[src/rtl/wmms_pkg.sv]
// ----------------------------------------------------------------------------
// wmms_pkg
// Shared types, constants and the microprogram for the windowed
// min/max/mean statistics block.
// ----------------------------------------------------------------------------
package wmms_pkg;

  localparam int unsigned DATA_W = 16;
  localparam int unsigned SUM_W  = 32;
  localparam int unsigned STEP_W = 4;

  localparam logic [DATA_W-1:0] LIMIT_RESET = DATA_W'(10);
  localparam logic [DATA_W-1:0] COUNT_FULL  = '1;

  typedef enum logic [2:0] {
    OP_NOP,
    OP_LOAD,
    OP_UPDATE,
    OP_DSTART,
    OP_DSTORE,
    OP_EMIT
  } op_t;

  typedef enum logic [1:0] {
    CH_X,
    CH_Y,
    CH_S
  } chan_sel_t;

  typedef enum logic [2:0] {
    COND_NONE,
    COND_ALWAYS,
    COND_NO_IN,
    COND_DIV_BUSY,
    COND_OUT_FULL
  } cond_t;

  // One microcode word: the op runs only when the jump is not taken.
  typedef struct packed {
    op_t               op;
    chan_sel_t         chan;
    cond_t             cond;
    logic [STEP_W-1:0] target;
  } uword_t;

  // Control from the sequencer to the datapath.
  typedef struct packed {
    op_t       op;
    chan_sel_t chan;
    logic      exec;
  } ctl_t;

  // Status from the datapath to the sequencer.
  typedef struct packed {
    logic in_valid;
    logic div_busy;
    logic out_full;
  } stat_t;

  typedef struct packed {
    logic [SUM_W-1:0]  sum;
    logic [DATA_W-1:0] lo;
    logic [DATA_W-1:0] hi;
  } chan_st_t;

  localparam logic [STEP_W-1:0] ST_LOAD = STEP_W'(0);
  localparam logic [STEP_W-1:0] ST_WX   = STEP_W'(3);
  localparam logic [STEP_W-1:0] ST_WY   = STEP_W'(6);
  localparam logic [STEP_W-1:0] ST_WS   = STEP_W'(9);
  localparam logic [STEP_W-1:0] ST_EMIT = STEP_W'(11);

  // Microprogram: one item per pass.
  function automatic uword_t ucode(input logic [STEP_W-1:0] step);
    uword_t w;
    w = '{op: OP_NOP, chan: CH_X, cond: COND_ALWAYS, target: ST_LOAD};
    unique case (step)
      STEP_W'(0):  w = '{op: OP_LOAD,   chan: CH_X, cond: COND_NO_IN,    target: ST_LOAD};
      STEP_W'(1):  w = '{op: OP_UPDATE, chan: CH_X, cond: COND_NONE,     target: ST_LOAD};
      STEP_W'(2):  w = '{op: OP_DSTART, chan: CH_X, cond: COND_NONE,     target: ST_LOAD};
      STEP_W'(3):  w = '{op: OP_DSTORE, chan: CH_X, cond: COND_DIV_BUSY, target: ST_WX};
      STEP_W'(4):  w = '{op: OP_DSTART, chan: CH_Y, cond: COND_NONE,     target: ST_LOAD};
      STEP_W'(5):  w = '{op: OP_NOP,    chan: CH_Y, cond: COND_NONE,     target: ST_LOAD};
      STEP_W'(6):  w = '{op: OP_DSTORE, chan: CH_Y, cond: COND_DIV_BUSY, target: ST_WY};
      STEP_W'(7):  w = '{op: OP_DSTART, chan: CH_S, cond: COND_NONE,     target: ST_LOAD};
      STEP_W'(8):  w = '{op: OP_NOP,    chan: CH_S, cond: COND_NONE,     target: ST_LOAD};
      STEP_W'(9):  w = '{op: OP_DSTORE, chan: CH_S, cond: COND_DIV_BUSY, target: ST_WS};
      STEP_W'(10): w = '{op: OP_NOP,    chan: CH_X, cond: COND_NONE,     target: ST_LOAD};
      STEP_W'(11): w = '{op: OP_EMIT,   chan: CH_X, cond: COND_OUT_FULL, target: ST_EMIT};
      default:     w = '{op: OP_NOP,    chan: CH_X, cond: COND_ALWAYS,   target: ST_LOAD};
    endcase
    return w;
  endfunction

  // Fold one sample into a channel; a restart seeds it from the sample.
  function automatic chan_st_t chan_upd(input chan_st_t c, input logic [DATA_W-1:0] v,
                                        input logic restart);
    chan_st_t r;
    if (restart) begin
      r.sum = {{(SUM_W-DATA_W){1'b0}}, v};
      r.lo  = v;
      r.hi  = v;
    end else begin
      r.sum = c.sum + {{(SUM_W-DATA_W){1'b0}}, v};
      r.lo  = (v < c.lo) ? v : c.lo;
      r.hi  = (v > c.hi) ? v : c.hi;
    end
    return r;
  endfunction

endpackage

[src/rtl/wmms_if.sv]
// ----------------------------------------------------------------------------
// wmms_if
// Valid/ready channel interfaces for samples and statistics results.
// ----------------------------------------------------------------------------
interface wmms_in_if;
  logic        valid;
  logic        ready;
  logic [15:0] accel_x;
  logic [15:0] accel_y;
  logic [15:0] speed_sample;
  logic        logging_on;
  logic        flush_window;

  modport source (output valid, accel_x, accel_y, speed_sample, logging_on, flush_window,
                  input ready);
  modport sink   (input valid, accel_x, accel_y, speed_sample, logging_on, flush_window,
                  output ready);
endinterface

interface wmms_out_if;
  logic        valid;
  logic        ready;
  logic [15:0] sample_count;
  logic [15:0] x_min;
  logic [15:0] x_max;
  logic [15:0] x_mean;
  logic [15:0] y_min;
  logic [15:0] y_max;
  logic [15:0] y_mean;
  logic [15:0] spd_min;
  logic [15:0] spd_max;
  logic [15:0] speed_mean;

  modport source (output valid, sample_count, x_min, x_max, x_mean, y_min, y_max, y_mean,
                  spd_min, spd_max, speed_mean, input ready);
  modport sink   (input valid, sample_count, x_min, x_max, x_mean, y_min, y_max, y_mean,
                  spd_min, spd_max, speed_mean, output ready);
endinterface

[src/rtl/wmms_div.sv]
// ----------------------------------------------------------------------------
// wmms_div
// Restoring divider, one quotient bit per cycle, 32-bit sum by 16-bit count.
// ----------------------------------------------------------------------------
module wmms_div
  import wmms_pkg::*;
(
  input  logic                clk,
  input  logic                rst,
  input  logic                start,
  input  logic [SUM_W-1:0]    dividend,
  input  logic [DATA_W-1:0]   divisor,
  output logic                busy,
  output logic [DATA_W-1:0]   quotient
);

  localparam int unsigned ITER_W = $clog2(DATA_W);

  logic [DATA_W-1:0] rem;
  logic [DATA_W-1:0] quo;
  logic [DATA_W-1:0] dsr;
  logic [ITER_W-1:0] iter;
  logic [DATA_W:0]   trial;
  logic [DATA_W:0]   diff;

  // The mean never exceeds the window maximum, so the upper half of the sum
  // is already below the count: seed the remainder with it and run 16 steps.
  assign trial    = {rem, quo[DATA_W-1]};
  assign diff     = trial - {1'b0, dsr};
  assign quotient = quo;

  always_ff @(posedge clk) begin
    if (rst) begin
      busy <= 1'b0;
    end else if (start) begin
      busy <= 1'b1;
    end else if (busy && iter == ITER_W'(DATA_W - 1)) begin
      busy <= 1'b0;
    end
  end

  always_ff @(posedge clk) begin
    if (start) begin
      rem  <= dividend[SUM_W-1:DATA_W];
      quo  <= dividend[DATA_W-1:0];
      dsr  <= divisor;
      iter <= '0;
    end else if (busy) begin
      if (!diff[DATA_W]) begin
        rem <= diff[DATA_W-1:0];
        quo <= {quo[DATA_W-2:0], 1'b1};
      end else begin
        rem <= trial[DATA_W-1:0];
        quo <= {quo[DATA_W-2:0], 1'b0};
      end
      iter <= iter + ITER_W'(1);
    end
  end

endmodule

[src/rtl/wmms_seq.sv]
// ----------------------------------------------------------------------------
// wmms_seq
// Microcode sequencer: step counter, program table and conditional jumps.
// ----------------------------------------------------------------------------
module wmms_seq
  import wmms_pkg::*;
(
  input  logic  clk,
  input  logic  rst,
  input  stat_t stat,
  output ctl_t  ctl
);

  logic [STEP_W-1:0] step;
  logic [STEP_W-1:0] step_next;
  uword_t            word;
  logic              jump;

  assign word = ucode(step);

  always_comb begin
    unique case (word.cond)
      COND_NONE:     jump = 1'b0;
      COND_ALWAYS:   jump = 1'b1;
      COND_NO_IN:    jump = !stat.in_valid;
      COND_DIV_BUSY: jump = stat.div_busy;
      COND_OUT_FULL: jump = stat.out_full;
      default:       jump = 1'b1;
    endcase
  end

  assign step_next = jump ? word.target : step + STEP_W'(1);

  assign ctl.op   = word.op;
  assign ctl.chan = word.chan;
  assign ctl.exec = !jump;

  always_ff @(posedge clk) begin
    if (rst) begin
      step <= ST_LOAD;
    end else begin
      step <= step_next;
    end
  end

endmodule

[src/rtl/wmms_dp.sv]
// ----------------------------------------------------------------------------
// wmms_dp
// Datapath: window state, shared divider, input capture and result register.
// ----------------------------------------------------------------------------
module wmms_dp
  import wmms_pkg::*;
(
  input  logic              clk,
  input  logic              rst,
  input  logic              cfg_wr_en,
  input  logic [DATA_W-1:0] cfg_wr_data,
  input  ctl_t              ctl,
  output stat_t             stat,
  wmms_in_if.sink           in_ch,
  wmms_out_if.source        out_ch
);

  logic [DATA_W-1:0] window_limit;
  logic [DATA_W-1:0] count;
  chan_st_t          ch_x;
  chan_st_t          ch_y;
  chan_st_t          ch_s;
  logic              out_valid;

  logic [DATA_W-1:0] smp_x;
  logic [DATA_W-1:0] smp_y;
  logic [DATA_W-1:0] smp_s;
  logic              smp_log;
  logic              smp_flush;
  logic [DATA_W-1:0] mean_x;
  logic [DATA_W-1:0] mean_y;
  logic [DATA_W-1:0] mean_s;

  logic              restart;
  logic              div_start;
  logic              div_busy;
  logic [DATA_W-1:0] div_quo;
  logic [SUM_W-1:0]  div_sum;

  logic [DATA_W-1:0] o_count;
  logic [DATA_W-1:0] o_x_min, o_x_max, o_x_mean;
  logic [DATA_W-1:0] o_y_min, o_y_max, o_y_mean;
  logic [DATA_W-1:0] o_s_min, o_s_max, o_s_mean;

  assign restart = (count == '0) || (count == COUNT_FULL) ||
                   ((count > window_limit) && !smp_log);

  assign div_start = ctl.exec && (ctl.op == OP_DSTART);

  always_comb begin
    unique case (ctl.chan)
      CH_X:    div_sum = ch_x.sum;
      CH_Y:    div_sum = ch_y.sum;
      default: div_sum = ch_s.sum;
    endcase
  end

  wmms_div u_div (
    .clk      (clk),
    .rst      (rst),
    .start    (div_start),
    .dividend (div_sum),
    .divisor  (count),
    .busy     (div_busy),
    .quotient (div_quo)
  );

  assign in_ch.ready   = (ctl.op == OP_LOAD);
  assign stat.in_valid = in_ch.valid;
  assign stat.div_busy = div_busy;
  assign stat.out_full = out_valid && !out_ch.ready;

  // Window state and control
  always_ff @(posedge clk) begin
    if (rst) begin
      window_limit <= LIMIT_RESET;
      count        <= '0;
      ch_x         <= '{sum: '0, lo: '1, hi: '0};
      ch_y         <= '{sum: '0, lo: '1, hi: '0};
      ch_s         <= '{sum: '0, lo: '0, hi: '0};
      out_valid    <= 1'b0;
    end else begin
      if (cfg_wr_en) begin
        window_limit <= cfg_wr_data;
      end
      if (out_valid && out_ch.ready && !(ctl.exec && ctl.op == OP_EMIT)) begin
        out_valid <= 1'b0;
      end
      if (ctl.exec) begin
        unique case (ctl.op)
          OP_UPDATE: begin
            count <= restart ? DATA_W'(1) : count + DATA_W'(1);
            ch_x  <= chan_upd(ch_x, smp_x, restart);
            ch_y  <= chan_upd(ch_y, smp_y, restart);
            ch_s  <= chan_upd(ch_s, smp_s, restart);
          end
          OP_EMIT: begin
            out_valid <= 1'b1;
            if (smp_flush) begin
              count <= '0;
            end
          end
          default: begin
          end
        endcase
      end
    end
  end

  // Sample capture, means and result payload
  always_ff @(posedge clk) begin
    if (ctl.exec) begin
      unique case (ctl.op)
        OP_LOAD: begin
          smp_x     <= in_ch.accel_x;
          smp_y     <= in_ch.accel_y;
          smp_s     <= in_ch.speed_sample;
          smp_log   <= in_ch.logging_on;
          smp_flush <= in_ch.flush_window;
        end
        OP_DSTORE: begin
          unique case (ctl.chan)
            CH_X:    mean_x <= div_quo;
            CH_Y:    mean_y <= div_quo;
            default: mean_s <= div_quo;
          endcase
        end
        OP_EMIT: begin
          o_count  <= count;
          o_x_min  <= ch_x.lo;
          o_x_max  <= ch_x.hi;
          o_x_mean <= mean_x;
          o_y_min  <= ch_y.lo;
          o_y_max  <= ch_y.hi;
          o_y_mean <= mean_y;
          o_s_min  <= ch_s.lo;
          o_s_max  <= ch_s.hi;
          o_s_mean <= mean_s;
        end
        default: begin
        end
      endcase
    end
  end

  assign out_ch.valid        = out_valid;
  assign out_ch.sample_count = o_count;
  assign out_ch.x_min        = o_x_min;
  assign out_ch.x_max        = o_x_max;
  assign out_ch.x_mean       = o_x_mean;
  assign out_ch.y_min        = o_y_min;
  assign out_ch.y_max        = o_y_max;
  assign out_ch.y_mean       = o_y_mean;
  assign out_ch.spd_min      = o_s_min;
  assign out_ch.spd_max      = o_s_max;
  assign out_ch.speed_mean   = o_s_mean;

  a_count_nonzero: assert property (@(posedge clk) disable iff (rst)
    ctl.exec && ctl.op == OP_UPDATE |=> count != '0)
    else $error("window count is zero after an update");

  a_div_idle_start: assert property (@(posedge clk) disable iff (rst)
    div_start |-> !div_busy)
    else $error("divider started while busy");

  a_emit_valid: assert property (@(posedge clk) disable iff (rst)
    ctl.exec && ctl.op == OP_EMIT |=> out_valid)
    else $error("result not presented after emit");

  a_minmax_order: assert property (@(posedge clk) disable iff (rst)
    count != '0 |-> ch_x.lo <= ch_x.hi && ch_y.lo <= ch_y.hi && ch_s.lo <= ch_s.hi)
    else $error("channel minimum above maximum in an open window");

endmodule

[src/rtl/windowed_min_max_mean_stats.sv]
// ----------------------------------------------------------------------------
// windowed_min_max_mean_stats
// Running minimum, maximum and floor mean over a restartable sample window
// for X acceleration, Y acceleration and speed.
// ----------------------------------------------------------------------------
//
//  Channel   Dir  Handshake        Carries
//  in_ch     in   valid / ready    accel_x, accel_y, speed_sample, logging_on,
//                                  flush_window
//  out_ch    out  valid / ready    sample_count and min / max / mean per channel
//  cfg       in   cfg_wr_en        cfg_wr_data -> window_limit (reset 10)
//
//  A sample transfers only in the load step, so the next one waits until the
//  program has returned there. One shared restoring divider produces the three
//  means one after another (start, 16 quotient bits, store each) after the load
//  and update steps; then come one spare step, emit (held while out_ch is full)
//  and the return to the load step.
//  Reset (synchronous, rst high) empties the window, loads window_limit with
//  10 and returns the microprogram to its load step.
//  The result sits in an output register; the next sample transfer is taken
//  while it waits, and only the emit step holds until out_ch frees up.
//
module windowed_min_max_mean_stats
  import wmms_pkg::*;
(
  input  logic              clk,
  input  logic              rst,
  input  logic              cfg_wr_en,
  input  logic [DATA_W-1:0] cfg_wr_data,
  wmms_in_if.sink           in_ch,
  wmms_out_if.source        out_ch
);

  // Control word for the current step, and status fed back for jumps.
  ctl_t  ctl;
  stat_t stat;

  // Sequencer walks the program: load, update window, three divides, emit.
  wmms_seq u_seq (
    .clk  (clk),
    .rst  (rst),
    .stat (stat),
    .ctl  (ctl)
  );

  // Datapath holds the window, the divider and the result register.
  wmms_dp u_dp (
    .clk         (clk),
    .rst         (rst),
    .cfg_wr_en   (cfg_wr_en),
    .cfg_wr_data (cfg_wr_data),
    .ctl         (ctl),
    .stat        (stat),
    .in_ch       (in_ch),
    .out_ch      (out_ch)
  );

endmodule
[src/flat_wrapper.sv]
// flat-port wrapper written by rule: the top's interface ports become plain ports
module windowed_min_max_mean_stats_flat import wmms_pkg::*;
  (clk, rst, cfg_wr_en, cfg_wr_data, in_ch_valid, in_ch_accel_x, in_ch_accel_y, in_ch_speed_sample, in_ch_logging_on, in_ch_flush_window, in_ch_ready, out_ch_valid, out_ch_sample_count, out_ch_x_min, out_ch_x_max, out_ch_x_mean, out_ch_y_min, out_ch_y_max, out_ch_y_mean, out_ch_spd_min, out_ch_spd_max, out_ch_speed_mean, out_ch_ready);
  wmms_in_if in_ch_i ();
  wmms_out_if out_ch_i ();
  input  logic clk;
  input  logic rst;
  input  logic cfg_wr_en;
  input  logic [DATA_W-1:0] cfg_wr_data;
  input wire logic [$bits(in_ch_i.valid)-1:0] in_ch_valid;
  input wire logic [$bits(in_ch_i.accel_x)-1:0] in_ch_accel_x;
  input wire logic [$bits(in_ch_i.accel_y)-1:0] in_ch_accel_y;
  input wire logic [$bits(in_ch_i.speed_sample)-1:0] in_ch_speed_sample;
  input wire logic [$bits(in_ch_i.logging_on)-1:0] in_ch_logging_on;
  input wire logic [$bits(in_ch_i.flush_window)-1:0] in_ch_flush_window;
  output wire logic [$bits(in_ch_i.ready)-1:0] in_ch_ready;
  output wire logic [$bits(out_ch_i.valid)-1:0] out_ch_valid;
  output wire logic [$bits(out_ch_i.sample_count)-1:0] out_ch_sample_count;
  output wire logic [$bits(out_ch_i.x_min)-1:0] out_ch_x_min;
  output wire logic [$bits(out_ch_i.x_max)-1:0] out_ch_x_max;
  output wire logic [$bits(out_ch_i.x_mean)-1:0] out_ch_x_mean;
  output wire logic [$bits(out_ch_i.y_min)-1:0] out_ch_y_min;
  output wire logic [$bits(out_ch_i.y_max)-1:0] out_ch_y_max;
  output wire logic [$bits(out_ch_i.y_mean)-1:0] out_ch_y_mean;
  output wire logic [$bits(out_ch_i.spd_min)-1:0] out_ch_spd_min;
  output wire logic [$bits(out_ch_i.spd_max)-1:0] out_ch_spd_max;
  output wire logic [$bits(out_ch_i.speed_mean)-1:0] out_ch_speed_mean;
  input wire logic [$bits(out_ch_i.ready)-1:0] out_ch_ready;
  assign in_ch_i.valid = in_ch_valid;
  assign in_ch_i.accel_x = in_ch_accel_x;
  assign in_ch_i.accel_y = in_ch_accel_y;
  assign in_ch_i.speed_sample = in_ch_speed_sample;
  assign in_ch_i.logging_on = in_ch_logging_on;
  assign in_ch_i.flush_window = in_ch_flush_window;
  assign in_ch_ready = in_ch_i.ready;
  assign out_ch_valid = out_ch_i.valid;
  assign out_ch_sample_count = out_ch_i.sample_count;
  assign out_ch_x_min = out_ch_i.x_min;
  assign out_ch_x_max = out_ch_i.x_max;
  assign out_ch_x_mean = out_ch_i.x_mean;
  assign out_ch_y_min = out_ch_i.y_min;
  assign out_ch_y_max = out_ch_i.y_max;
  assign out_ch_y_mean = out_ch_i.y_mean;
  assign out_ch_spd_min = out_ch_i.spd_min;
  assign out_ch_spd_max = out_ch_i.spd_max;
  assign out_ch_speed_mean = out_ch_i.speed_mean;
  assign out_ch_i.ready = out_ch_ready;
  windowed_min_max_mean_stats u_core (.clk(clk), .rst(rst), .cfg_wr_en(cfg_wr_en), .cfg_wr_data(cfg_wr_data), .in_ch(in_ch_i), .out_ch(out_ch_i));
endmodule
[config.mk]
export PLATFORM = sky130hd
export DESIGN_NAME = windowed_min_max_mean_stats_flat
export DESIGN_NICKNAME = d
export VERILOG_FILES = /design/src/rtl/wmms_pkg.sv /design/src/rtl/wmms_if.sv /design/src/rtl/wmms_div.sv /design/src/rtl/wmms_seq.sv /design/src/rtl/wmms_dp.sv /design/src/rtl/windowed_min_max_mean_stats.sv /design/src/flat_wrapper.sv
export SDC_FILE = /design/constraint.sdc
export NUM_CORES = 1
export LEC_CHECK = 0
export ABC_AREA = 1
export BUFFER_PORTS_ARGS = -buffer_cell sky130_fd_sc_hd__buf_2
export CORE_MARGIN = 5
export CORE_UTILIZATION = 50
export CTS_BUF_LIST = sky130_fd_sc_hd__clkbuf_8
export DETAILED_ROUTE_END_ITERATION = 8
export PLACE_DENSITY = 0.68
export SLEW_MARGIN = 20
export SYNTH_ARGS = -nofsm -noshare
export SYNTH_HDL_FRONTEND = slang
export SYNTH_SLANG_ARGS = --single-unit
export TNS_END_PERCENT = 50
[constraint.sdc]
create_clock -name clk -period 23.2 [get_ports clk]
set_clock_uncertainty 0.2 [all_clocks]
set_input_delay 0 -clock clk [delete_from_list [all_inputs] [get_ports clk]]
set_output_delay 0 -clock clk [all_outputs]
set_load 0.05 [all_outputs]
== Word level (Yosys, flattened, before mapping) ==
Memory sizes are Yosys's and may differ from the RTL's. A register that Yosys moved wholly into a read port is not among the register bits.
Cells that the tools add are included.

* Memories: 1
* Output and inout port bits: 162
* Flip-flop bits (word level): 540
* Logic and storage cells: 132
* Memory bits (read-only): 192
* Input port bits: 71

{| class="wikitable"
|+ Memories
! name !! depth !! bits a word !! read ports !! clocked after memory_dff !! wr ports !! line !! RTL
|-
| (no name shown) || 16 || 12 || 1 || 1 || 0 || wmms_pkg.sv:76 || <nowiki>unique case (step)</nowiki>
|}

* Reductions and logical operators: 40
* Equal/unequal tests: 12
* Bitwise logic cells: 2
* $lt $le $gt $ge: 7
* Add/sub/neg operators: 7
* Multiplexer cells: 27

{| class="wikitable"
|+ Operators with widths
! kind !! number
|-
| $mux 16 || 13
|-
| $mux 64 || 3
|-
| $add 32x16->32 || 3
|-
| $gt 16x16->1 || 4
|-
| $pmux 32 s2 || 1
|-
| $lt 16x16->1 || 3
|-
| $pmux 16 s2 || 1
|-
| $reduce_and 3->1 || 10
|-
| $reduce_bool 2->1 || 9
|-
| $sub 17x16->17 || 1
|-
| $add 16x1->16 const B || 1
|-
| $eq 16x16->1 const B || 1
|-
| $logic_not 16->1 || 1
|-
| $eq 3x2->1 const B || 4
|-
| $eq 3x3->1 const B || 3
|-
| $add 4x1->4 const B || 2
|-
| $mux 4 || 2
|-
| $logic_and 1x1->1 || 7
|-
| $mux 1 || 6
|-
| $reduce_and 2->1 || 3
|-
| $logic_not 1->1 || 5
|-
| $eq 4x4->1 const B || 1
|-
| $pmux 1 s4 || 1
|-
| $eq 3x1->1 const B || 1
|-
| 7 further kinds || 9
|}

== Longest topological paths before layout ==
* Depth in word-level cells: 10
* Depth in mapped cells: 16
* Gate-level depth less buffers: 15

== Modules after synthesis ==
From an unflattened synthesis, not the netlist that was laid out.

* Cell total of the unflattened synthesis: 3495
* Area, all modules: 28876.4 sq um

{| class="wikitable"
|+ By module, submodules not included
! module !! instances !! cells an instance !! seq. area each (sq um) !! area each (sq um)
|-
| wmms_dp || 1 || 2950 || 12251.8 || 24527.3
|-
| wmms_div || 1 || 443 || 1541.5 || 3489.6
|-
| wmms_seq || 1 || 102 || 320.3 || 859.6
|}

== Worst setup path after synthesis ==
Ideal clock, no wire load.

* Path type: register -> register
* Start: register u_core.u_dp.out_valid, in the netlist u_core.u_dp.out_ch.valid
* End: register u_core.u_dp.o_count[0], in the netlist u_core.u_dp.out_ch.sample_count[0] (enable)
* Setup slack: 14.749 ns
* Path buffers: 0
* Stages on the path, launching flop included: 6
* Data arrival time: 7.567 ns
* Setup time: 0.684 ns
* Clock period less this slack: 8.451 ns
* Path through: dfxtp_1 nand3_1 nand2_1 nand2_1 nand2_2 nor2_1

* Word-level cells in the longest chain between the ends: 4

{| class="wikitable"
|+ Ends and longest elaborated chain
! item !! line !! RTL
|-
| start: declaration || wmms_dp.sv:23 || <nowiki>logic out_valid;</nowiki>
|-
| start signal: assignment || wmms_dp.sv:81 || <nowiki>out_valid <= 1'b0;</nowiki>
|-
| start signal: assignment || wmms_dp.sv:87 || <nowiki>out_valid <= 1'b0;</nowiki>
|-
| start signal: assignment || wmms_dp.sv:98 || <nowiki>out_valid <= 1'b1;</nowiki>
|-
| $logic_and 1x1->1 || wmms_dp.sv:71 || <nowiki>assign stat.out_full = out_valid && !out_ch.ready;</nowiki>
|-
| $pmux 1 s4 || wmms_seq.sv:22 || <nowiki>unique case (word.cond)</nowiki>
|-
| $not 1->1 (no line) || n/a ||
|-
| $reduce_and 2->1 (no line) || n/a ||
|-
| end signal: assignment || wmms_dp.sv:129 || <nowiki>o_count <= count;</nowiki>
|-
| end: declaration || wmms_dp.sv:40 || <nowiki>logic [DATA_W-1:0] o_count;</nowiki>
|}

No other way between the ends.
A chain may end at the register's enable or synchronous reset.

== Final worst setup path ==
* Start: register u_core.u_dp.count[7]
* End: register u_core.u_dp.ch_x[62] (netlist bit)

* Word-level cells in the longest chain between the ends: 4

{| class="wikitable"
|+ Ends and longest elaborated chain
! item !! line !! RTL
|-
| start: declaration || wmms_dp.sv:19 || <nowiki>logic [DATA_W-1:0] count;</nowiki>
|-
| start signal: assignment || wmms_dp.sv:92 || <nowiki>count <= restart ? DATA_W'(1) : count + DATA_W'(1);</nowiki>
|-
| $gt 16x16->1, or another cell as far along || wmms_dp.sv:46 || <nowiki>((count > window_limit) && !smp_log);</nowiki>
|-
| $logic_and 1x1->1 / $logic_or 1x1->1 (equally long branches) || wmms_dp.sv:46, wmms_dp.sv:45 ||
|-
| $logic_or 1x1->1 (*) || wmms_dp.sv:45 || <nowiki>assign restart = (count == '0) || (count == COUNT_FULL) ||</nowiki>
|-
| $mux 64 (*) || wmms_pkg.sv:98 || <nowiki>if (restart) begin</nowiki>
|-
| end signal: assignment || wmms_dp.sv:78 || <nowiki>ch_x <= '{sum: '0, lo: '1, hi: '0};</nowiki>
|-
| end signal: assignment || wmms_dp.sv:93 || <nowiki>ch_x <= chan_upd(ch_x, smp_x, restart);</nowiki>
|-
| end: declaration || wmms_dp.sv:20 || <nowiki>chan_st_t ch_x;</nowiki>
|}

Mark *: on every way between the ends. The rest lies on a longest branch, timed or not.

==> reports/summary.json <==
{
  "die_w_um": 249,
  "ys_seq_elements": 552,
  "power.switching_uw": 1710,
  "detailedRoute.firstPassIterationCount": 5,
  "cts-buffers-inserted": 94,
  "clk_pin_slew_ps": 60,
  "slew-limit-headroom": 0.131,
  "grt_first_pass_wirelength_um": 122000,
  "synth-edff-count": 306,
  "synth_cell_types": 45,
  "final_hold_viol_count": 0,
  "clkLatencyLatePin_ps": 710,
  "drt-initial-drc-count": 1745,
  "fin_crit_ps": 4720,
  "area_growth_syn_to_layout_pct": 18.9,
  "cts.htree.levels": 3,
  "post-place-cells": 4364,
  "worst_ir_drop_vdd_mv": 0.0997,
  "max_fclk_mhz": 212,
  "worstPathRequired_ps": 23620,
  "synth_top_family_by_area": "simple AND/OR/NAND/NOR gates",
  "worstMarginPinSlew_ps": 1300,
  "synthTopCellsByArea": "edfxtp_1, dfxtp_1, nand2_1",
  "floorplan.core_area_um2": 56600,
  "yosysSeqAreaShare": 0.492,
  "detail_route.wl_per_cell_um": 16.1,
  "routabilityCongestion": 0.948,
  "synth-compound-area-share": 0.0663,
  "floorplan.rows": 87,
  "r2r_slack_ps": 18480,
  "cts-resized-gates": 0,
  "grt_antenna_before_repair": 1,
  "cts_num_sinks": 552,
  "p_per_area_nw_per_um2": 119,
  "crit_path_end_kind": "register",
  "globalRouteOverflowTotal": 0,
  "timing.final.max_slew_violations": 0,
  "clk_path_buf_depth": 3,
  "synthSimpleGateAreaFrac": 0.262,
  "post_synth_xor_area_fraction": 0.0125,
  "holdWs_ps": 61.0,
  "yosys-mux-area-fraction": 0,
  "synth-main-ff-cell": "edfxtp_1",
  "hold_path_class": "in -> reg",
  "seqCellArea_um2": 14100,
  "max_cap_viol_count": 0,
  "maximum_number_of_pins_on_one_net_before_global_route_repair": 162,
  "clockPowerShare": 0.227,
  "synthesis.area_um2": 28700,
  "crit_type": "reg -> reg",
  "drive_gt1_frac": 0.110,
  "worst_ep_arrival_time_ps": 5150,
  "yosysTopAreaCell": "edfxtp_1",
  "multiInputGateArea_um2": 12200,
  "power.combinational.fraction": 0.398,
  "detailroute.via_count": 24300,
  "ioPinCount": 233,
  "synthCells": 3475,
  "chipHeight_um": 249,
  "synth.yosys.warnings": 0,
  "buffer_ports.inserted": 232,
  "worst-path-max-fanout": 75,
  "final_min_period_over_clock_period": 0.204,
  "yosys.area_share.adder": 0.0818,
  "p_leak_uw": 0.0158,
  "grt_util_overall": 0.238,
  "tritoncts": "yes",
  "cts_root_buffer": "clkbuf_8",
  "synth_area_per_cell_um2": 8.25,
  "net_total_in_the_final_layout": 4130,
  "sequentialPowerShare": 0.375,
  "biggestRegsByFlops": "u_core.u_dp.ch_s x64, u_core.u_dp.ch_x x64, u_core.u_dp.ch_y x64",
  "die-area_um2": 62200,
  "first_global_vias": 23100,
  "detail-route-antenna-nets": 0,
  "finish.cell_count_without_fillers": 4713,
  "totalWireLength_um": 76000,
  "count_of_final_setup_violators": 0,
  "grt_setup_unrepaired": "false",
  "synth_largest_type_area_fraction": 0.320,
  "ys_async_sr_fraction": 0,
  "route.detailed.drc": 0,
  "initial_cell_density_of_the_core": 0.507,
  "layout.filler_cells": 4991,
  "total_nets_after_synthesis": 3731,
  "totalNegativeSetupSlack_ps": 0,
  "post_drt_via_cell_ratio": 5.15,
  "power_report.internal_total_uw": 2360,
  "setup.worst_path.start_class": "register",
  "place_hpwl_um": 51500,
  "p_sw_frac": 0.419,
  "outcome": "finished, final reports clean"
}
-- repair_timing --
action | 4_1_cts | 5_1_grt
hold buffers | 170 | 0
hold endpoints to repair | 140 | 0
setup buffers | 0 | 0
-- through the flow --
step                      power (uW)  utilization  setup slack (ps)  cell area, um^2
final                           4070        0.602             18480            34100
after global routing            4380        0.602             18040            34100
after CTS                       4090        0.602             18490            34100
after detailed placement        3130        0.537             18520            30400
after global placement          3110        0.537             18600            30400
after floorplan                 2720            -             14750            28700
-- area by class of cell --
class,count,area share
Antenna cell,2,0.000147
Clock buffer,106,0.0428
Clock inverter,71,0.0160
Inverter,496,0.0547
Multi-Input combinational cell,2314,0.357
Sequential cell,552,0.414
Tap cell,756,0.0277
Timing Repair Buffer,416,0.0878
-- logic make-up after synthesis --
logic type	count (synthesis)
buffers and inverters	609
DFF	552
adders and majority gates	185
xor gates and xnor gates	41
AOI/OAI and AO/OA	336
and+or+nand+nor	1752
-- metal layers --
layer  track usage  part of all wire
met3        0.0350             0.053
met5             0                 0
met4        0.0850             0.032
met1         0.311              0.44
met2         0.405              0.48
-- critical path, stage by stage (launching register included) --
cell and delay, ps:
dfxtp_1 460, ha_1 320, a21oi_1 170, o21ai_0 130, nand2_1 80, nand3_1 80, nand2_2 70, buf_4 510
nand2_4 570, nand2_8 600, nand2_2 610, inv_1 560, nand2_1 110, nor2_1 90
-- synth_stat cells (10+ instances only) --
library cell,instances
nor4_1,10
nand3_1,403
a21oi_2,24
ha_1,181
nor3_1,36
inv_1,493
a21oi_1,177
buf_6,11
nand4_1,103
nor2_1,271
o22ai_1,11
nand2_1,897
xor2_1,34
clkbuf_1,53
buf_2,46
dfxtp_1,246
o21a_1,19
o21ai_0,76
edfxtp_1,306
-- cells in the final DEF, fill, tap and decap left out, drive strengths merged, types with 7 or more instances in the layout --
master / instances
nor3: 36
nand3: 403
o21ai: 78
nor2: 275
clkbuf: 106
xor2: 34
bufinv: 8
buf: 246
clkinv: 21
xnor2: 7
inv: 536
dfxtp: 246
o21a: 19
nand3b: 7
dlygate4sd3: 170
edfxtp: 306
a31oi: 7
nor4: 10
ha: 181
nand2: 906
o21bai: 9
a21oi: 201
nand4: 104
o22ai: 11
-- worst paths after layout --
path | depth (start not counted) | start | end
worst max-delay path | 13 | u_core.u_dp.count[7] | u_core.u_dp.ch_x[62]
worst min-delay path | 3 | rst | u_core.u_dp.count[11]
worst max register to register | 13 | u_core.u_dp.count[7] | u_core.u_dp.ch_x[62]
worst min register to register | 0 | u_core.u_dp.mean_y[11] | u_core.u_dp.out_ch.y_mean[11]
-- power groups by stage --
stage               combinational (uW)  clock, uW  sequential [uW]
finish                            1620        925             1530
global route                      1840        993             1550
CTS                               1610        948             1530
detailed placement                1580          0             1550
global placement                  1560          0             1550
floorplan                         1170          0             1550
Note: power is estimated with default switching activity, not from simulation.
